<file path="src/sfd_pkg.sv">
// Shared types, constants and kernel arithmetic of the four-direction edge detector.
package sfd_pkg;

  localparam int MAX_WIDTH  = 2048;
  localparam int MAX_HEIGHT = 2048;
  localparam int DEF_WIDTH  = 640;
  localparam int DEF_HEIGHT = 480;
  localparam int MIN_SIZE   = 3;

  localparam int PIX_W  = 8;
  localparam int CFG_W  = 12;
  localparam int CFG_IW = 1;
  localparam int SUM_W  = 11;
  localparam int MAG_W  = 10;

  localparam logic [CFG_IW-1:0] REG_WIDTH  = 1'b0;
  localparam logic [CFG_IW-1:0] REG_HEIGHT = 1'b1;

  localparam logic [MAG_W-1:0] EDGE_MAX = 10'd255;

  typedef logic [PIX_W-1:0] pix_t;
  typedef logic [8:0][PIX_W-1:0] window_t;
  typedef logic [MAG_W-1:0] mag_t;
  typedef logic signed [SUM_W-1:0] sum_t;

  // Horizontal, vertical and the two diagonal kernels, row-major, top-left first.
  localparam logic signed [2:0] KERNEL [4][9] = '{
    '{-3'sd1,  3'sd0,  3'sd1, -3'sd2,  3'sd0,  3'sd2, -3'sd1,  3'sd0,  3'sd1},
    '{-3'sd1, -3'sd2, -3'sd1,  3'sd0,  3'sd0,  3'sd0,  3'sd1,  3'sd2,  3'sd1},
    '{-3'sd2, -3'sd1,  3'sd0, -3'sd1,  3'sd0,  3'sd1,  3'sd0,  3'sd1,  3'sd2},
    '{ 3'sd0, -3'sd1, -3'sd2,  3'sd1,  3'sd0, -3'sd1,  3'sd2,  3'sd1,  3'sd0}
  };

  function automatic sum_t kernel_response(input window_t w, input int k);
    sum_t acc;
    sum_t term;
    acc = '0;
    for (int t = 0; t < 9; t++) begin
      term = SUM_W'($signed({3'b000, w[t]}) * KERNEL[k][t]);
      acc  = acc + term;
    end
    return acc;
  endfunction

  // The largest response is 4 * 255, so the magnitude fits in ten bits.
  function automatic mag_t magnitude(input sum_t v);
    sum_t neg;
    neg = -v;
    return v[SUM_W-1] ? neg[MAG_W-1:0] : v[MAG_W-1:0];
  endfunction

endpackage

</file>
<file path="src/sfd_grad.sv">
// Gradient stages: four kernel magnitudes, then maximum, clamp and output register.
module sfd_grad (
  input  logic             clk,
  input  logic             rst,
  input  logic             win_valid,
  input  logic             win_last,
  input  sfd_pkg::window_t win,
  output logic             win_take,
  output logic             out_valid,
  input  logic             out_ready,
  output sfd_pkg::pix_t    edge_res,
  output logic             last_of_frame
);

  logic            mag_valid;
  logic            mag_last;
  sfd_pkg::mag_t   mag [4];
  sfd_pkg::mag_t   mag_next [4];
  sfd_pkg::mag_t   max_a;
  sfd_pkg::mag_t   max_b;
  sfd_pkg::mag_t   max_all;
  logic            out_free;

  assign out_free = !out_valid || out_ready;
  assign win_take = !mag_valid || out_free;

  always_comb begin
    for (int k = 0; k < 4; k++) begin
      mag_next[k] = sfd_pkg::magnitude(sfd_pkg::kernel_response(win, k));
    end
  end

  always_ff @(posedge clk) begin
    if (rst) begin
      mag_valid <= 1'b0;
    end else if (win_take) begin
      mag_valid <= win_valid;
    end
  end

  always_ff @(posedge clk) begin
    if (win_take && win_valid) begin
      mag      <= mag_next;
      mag_last <= win_last;
    end
  end

  always_comb begin
    max_a   = (mag[0] > mag[1]) ? mag[0] : mag[1];
    max_b   = (mag[2] > mag[3]) ? mag[2] : mag[3];
    max_all = (max_a > max_b) ? max_a : max_b;
  end

  always_ff @(posedge clk) begin
    if (rst) begin
      out_valid <= 1'b0;
    end else if (out_free) begin
      out_valid <= mag_valid;
    end
  end

  always_ff @(posedge clk) begin
    if (out_free && mag_valid) begin
      edge_res      <= (max_all > sfd_pkg::EDGE_MAX) ? sfd_pkg::PIX_W'(sfd_pkg::EDGE_MAX)
                                                     : max_all[sfd_pkg::PIX_W-1:0];
      last_of_frame <= mag_last;
    end
  end

endmodule

</file>
<file path="config.mk">
export PLATFORM = sky130hd
export DESIGN_NAME = sfd_grad
export DESIGN_NICKNAME = d
export VERILOG_FILES = /design/src/sfd_pkg.sv /design/src/sfd_grad.sv
export SDC_FILE = /design/constraint.sdc
export NUM_CORES = 1
export LEC_CHECK = 0
export BUFFER_PORTS_ARGS = -buffer_cell sky130_fd_sc_hd__buf_2
export CAP_MARGIN = 20
export CORE_MARGIN = 1.5
export CORE_UTILIZATION = 45
export DETAILED_ROUTE_END_ITERATION = 10
export GPL_ROUTABILITY_DRIVEN = 0
export PLACE_DENSITY = 0.69
export SLEW_MARGIN = 20
export SYNTH_ARGS = -nofsm -noshare
export SYNTH_HDL_FRONTEND = slang
export SYNTH_SLANG_ARGS = --single-unit
</file>
<file path="constraint.sdc">
create_clock -name clk -period 5.3 [get_ports clk]
set_input_delay 0.53 -clock clk [delete_from_list [all_inputs] [get_ports clk]]
set_output_delay 0.53 -clock clk [all_outputs]
set_load 0.01 [all_outputs]
</file>
# [Word-level counts from Yosys, hierarchy flattened]
# Index checks and enable logic that the tools add are counted.
[word_totals] reg_bits=52 input_bits=77 out_inout_bits=11 wordCells=60
[op_classes] n_addsub=34 n_lt_le_gt_ge=4 mux=7 n_reduce_logical=6
[op_table] op="11-bit adder" n=8
[op_table] op="11-bit by 9-bit adder with 11-bit output" n=8
[op_table] op="10-bit two-way mux" n=7
[op_table] op="8-bit negator with 11-bit output" n=6
[op_table] op="11-bit by 10-bit adder with 11-bit output" n=4
[op_table] op="10-bit negator" n=4
[op_table] op="8-bit negator with 10-bit output" n=4
[op_table] op="10-bit > comparator" n=3
[op_table] op="10-bit by 8-bit > comparator with 1-bit output, second input constant" n=1
[op_table] op="1-bit logical AND" n=2
[op_table] op="1-bit zero test" n=2
[op_table] op="1-bit logical OR" n=2

# [Longest topological paths before layout]
[depth] ltp_word=8 ltp_mapped=19 depth_no_buf=18

# [Least setup slack after synthesis]
# Ideal clock, no wire load.
[synth_path] kind="input to register" startpoint="input win[8] in the netlist's numbering" endpoint="register mag[19] in the netlist's numbering (data pin)" setup_ns=0.264 t_arrival_ns=4.758 required_ns=5.036 setup_slack_ns=0.278 stages=15 path_buffers=0 cell_sequence="inv_1 ha_1 xnor2_1 inv_1 fa_1 inv_1 fa_1 fa_1 ha_1 fa_1 xor2_1 or4_1 or3_1 o31ai_1 xnor2_1"
[synth_rtl] item="from (decl)" line="sfd_grad.sv:7" source="input sfd_pkg::window_t win,"
[synth_rtl] item="to (signal assigned)" line="sfd_grad.sv:43" source="mag <= mag_next;"
[synth_rtl] item="to (decl)" line="sfd_grad.sv:17" source="sfd_pkg::mag_t mag [4];"

==> flow_summary.toml <==
[timing]
fin_crit_sh = 0.939
finalMaxSlewViolations = 0
clock_skew_ps = 3.07
period_minus_slack_ps = 4980
timing.setup.tns_ps = 0
report.final.setup_viol = 0
timing.fmax_ghz = 0.201
hold_viol_final = 0
rsz0062_at_grt = "false"
worst_pin_slew_ps = 910
max_slew_margin = 0.393

[placed_design]
placed_area_mm2 = 0.00948
numPortBuffers = 79
place_hpwl_um = 18200

[clock_tree]
cts_resized = 0
post_cts_buffers = 0
clock-root-buffer = "clkbuf_16"
cts_tree = "built"
clockBufferDepth = 2
insertion_delay_ps = 290
hold_buffers = 0
clk_pin_slew_ps = 60
clock-sinks = 50
cts.htree.levels = 2
numCtsBuffers = 5

[pwr]
switching_share = 0.476
clkPwrFrac = 0.057
p_seq_frac = 0.166
leakagePower_nw = 4.73
irDropWorstVdd_uv = 264
switchingPower_mw = 3.03
p_int_mw = 3.33
power_density_mw_per_mm2 = 659
power_frac_comb = 0.777

[finish]
area_growth_pct = 11.7
final_nets = 1295
drive_above_1_share = 0.132
final_area_mm2 = 0.00966
num_antenna_cells = 0

[yosys]
syn_inst = 899
synth-xor-area-share = 0.0932
synth.area.mux_share = 0.0197
ys_types = 48
synth_compound_area_frac = 0.106
ys_seq_elements = 50
synth-seq-area-share = 0.171
synth_nets = 1193
ys_warn_count = 0
syn_area_mm2 = 0.00865
yosys.area_share.simple = 0.0852
synthAdderAreaFrac = 0.422
synth_top_family_by_area = "adder cells"
syn_area_per_cell_um2 = 9.62

[drt]
drtAntennaViolNets = 0
initialDrtViolationCount = 413
routedWlPerCell_um = 16.4
drc_errors = 0
drt_pre_antenna_iters = 5
vias = 6439
via_per_inst = 5.21
drt_wl_total_um = 20300

[outcome]
status = "complete, no violations"

[floorplanning]
pin_count = 88
start_util = 0.461
dieWidth_um = 142
die_h_um = 142
core_area_mm2 = 0.0188
rows = 50
die_area_mm2 = 0.0201

[grt]
grt_pass1_wl_um = 31600
grt_max_degree = 40
grt_antenna_before_repair = 0
gr-total-overflow = 0
track_usage = 0.208
grt_pass1_vias = 6340

[worst_setup_path]
endpoint_kind = "flip-flop"
crit_required_ps = 5340
cp.arrival_ps = 5010
worstPathMaxFanout = 10
crit_type = "in -> reg"
start_kind = "input pin"

[flow_run]
drv_cap = 0

[worst_hold_path]
min_path_type = "in -> reg"
## area by class of cell
| cell class | count | area (µm²) |
|---|---|---|
| Clock buffer | 6 | 129 |
| Clock inverter | 2 | 37.5 |
| Fill cell | 1720 | 9100 |
| Inverter | 231 | 867 |
| Multi-Input combinational cell | 612 | 6290 |
| Sequential cell | 50 | 1480 |
| Tap cell | 234 | 293 |
| Timing Repair Buffer | 101 | 561 |
## worst max-delay path, stage by stage
cell and delay [ps]:
buf_2 160, inv_1 120, ha_1 210, nor3b_1 390, xnor2_1 110, buf_4 170, fa_1 470, inv_1 50
fa_1 460, fa_1 550, inv_1 40, ha_1 300, a211oi_1 240, nor2_1 110, o31ai_1 300, a21oi_1 170
xnor2_2 160, buf_4 180, a31oi_1 180, xnor2_1 110
## metrics by stage
stage / util / std cells / hold WS [ps] / total power [mW] / setup slack (ps)
after detailed placement: 0.505 / 1228 / 426 / 5.97 / 5.73
final: 0.515 / 1236 / 405 / 6.36 / 324
after CTS: 0.514 / 1236 / 401 / 6.35 / 308
after floorplan: - / 899 / 400 / 4.76 / 278
after global placement: 0.505 / 1228 / 420 / 5.85 / 90.8
after global routing: 0.515 / 1236 / 409 / 7.04 / 43.3
## routing by layer
metal,vias to the layer above,part of all wire,routed length [µm],track usage
met5,-,0,0,0
met4,0,0.039,796,0.0846
met3,52,0.074,1490,0.0256
met2,267,0.47,9440,0.354
met1,3011,0.42,8540,0.271
li1,3109,-,-,-
## synthesized netlist by cell type, drive strengths merged
cell    count  area share
nor4        7      0.0051
or4         5      0.0048
dfxtp       2      0.0046
o22ai       7      0.0051
a21oi      27       0.016
mux2i       8      0.0093
o31ai       9      0.0078
nand3       6      0.0035
and2        3      0.0022
or3         3      0.0022
a21boi      2      0.0017
a31oi       4      0.0029
nand2      32       0.015
mux2        8       0.010
o31a        1      0.0010
or3b        1      0.0010
clkbuf      6      0.0026
nor3b       2      0.0017
and3        1     0.00072
or2         2      0.0014
o21a        8      0.0069
nand4       7      0.0051
nor2b       3      0.0022
fa        124        0.29
a211oi     19       0.016
o21ai      32       0.019
nor2       57       0.025
inv       231        0.10
and4        2      0.0020
ha         93        0.13
nor3       15       0.010
and2b       1      0.0010
o211ai      2      0.0017
xnor2      66       0.071
edfxtp     48        0.17
o221ai      7      0.0071
xor2       20       0.022
a21bo       2      0.0023
a21o       16       0.014
o21bai      6      0.0052
nand2b      4      0.0029
## cell families (layout without fill, tap and decap cells)
logic type	after synthesis	in the layout
AO/OA/AOI/OAI	142	142
XOR/XNOR	86	86
adder cells (fa/ha/maj)	217	217
buffers and inverters	237	340
flip-flops	50	50
multiplexers	16	16
AND/OR/NAND/NOR	151	151
## registers in the layout, summed over array words and instances (netlist names)
| name | count |
|---|---|
| edge_res | 8 |
| mag | 38 |
| mag_last | 1 |
| last_of_frame | 1 |
| out_valid | 1 |
| mag_valid | 1 |
## power groups by stage
stage	registers, mW	logic (mW)	clock network [mW]
5_1_grt	1.08	5.58	0.377
3_5_place_dp	1.07	4.90	0
2_1_floorplan	1.02	3.75	0
3_3_place_gp	1.06	4.80	0
6_report	1.06	4.94	0.360
4_1_cts	1.06	4.93	0.366
## layout by cell type, fill, tap and decap left out, types with 19 or more instances in the layout
cell      instances
buf_2            79
nor2_1           57
xnor2_1          62
buf_4            22
a21oi_1          27
edfxtp_1         48
ha_1             93
fa_1            124
a211oi_1         19
nand2_1          31
o21ai_0          30
inv_1           231
## path summary, 6_finish.rpt
path	from	to	slack, ps	cells past startpoint
setup / recovery	win[0]	mag[29]	320	20
hold / removal	rst	mag_valid	410	2
setup reg to reg	mag[7]	edge_res[7]	1050	17
hold reg to reg	mag_last	last_of_frame	430	0
Power figures use the tool's default switching activity.
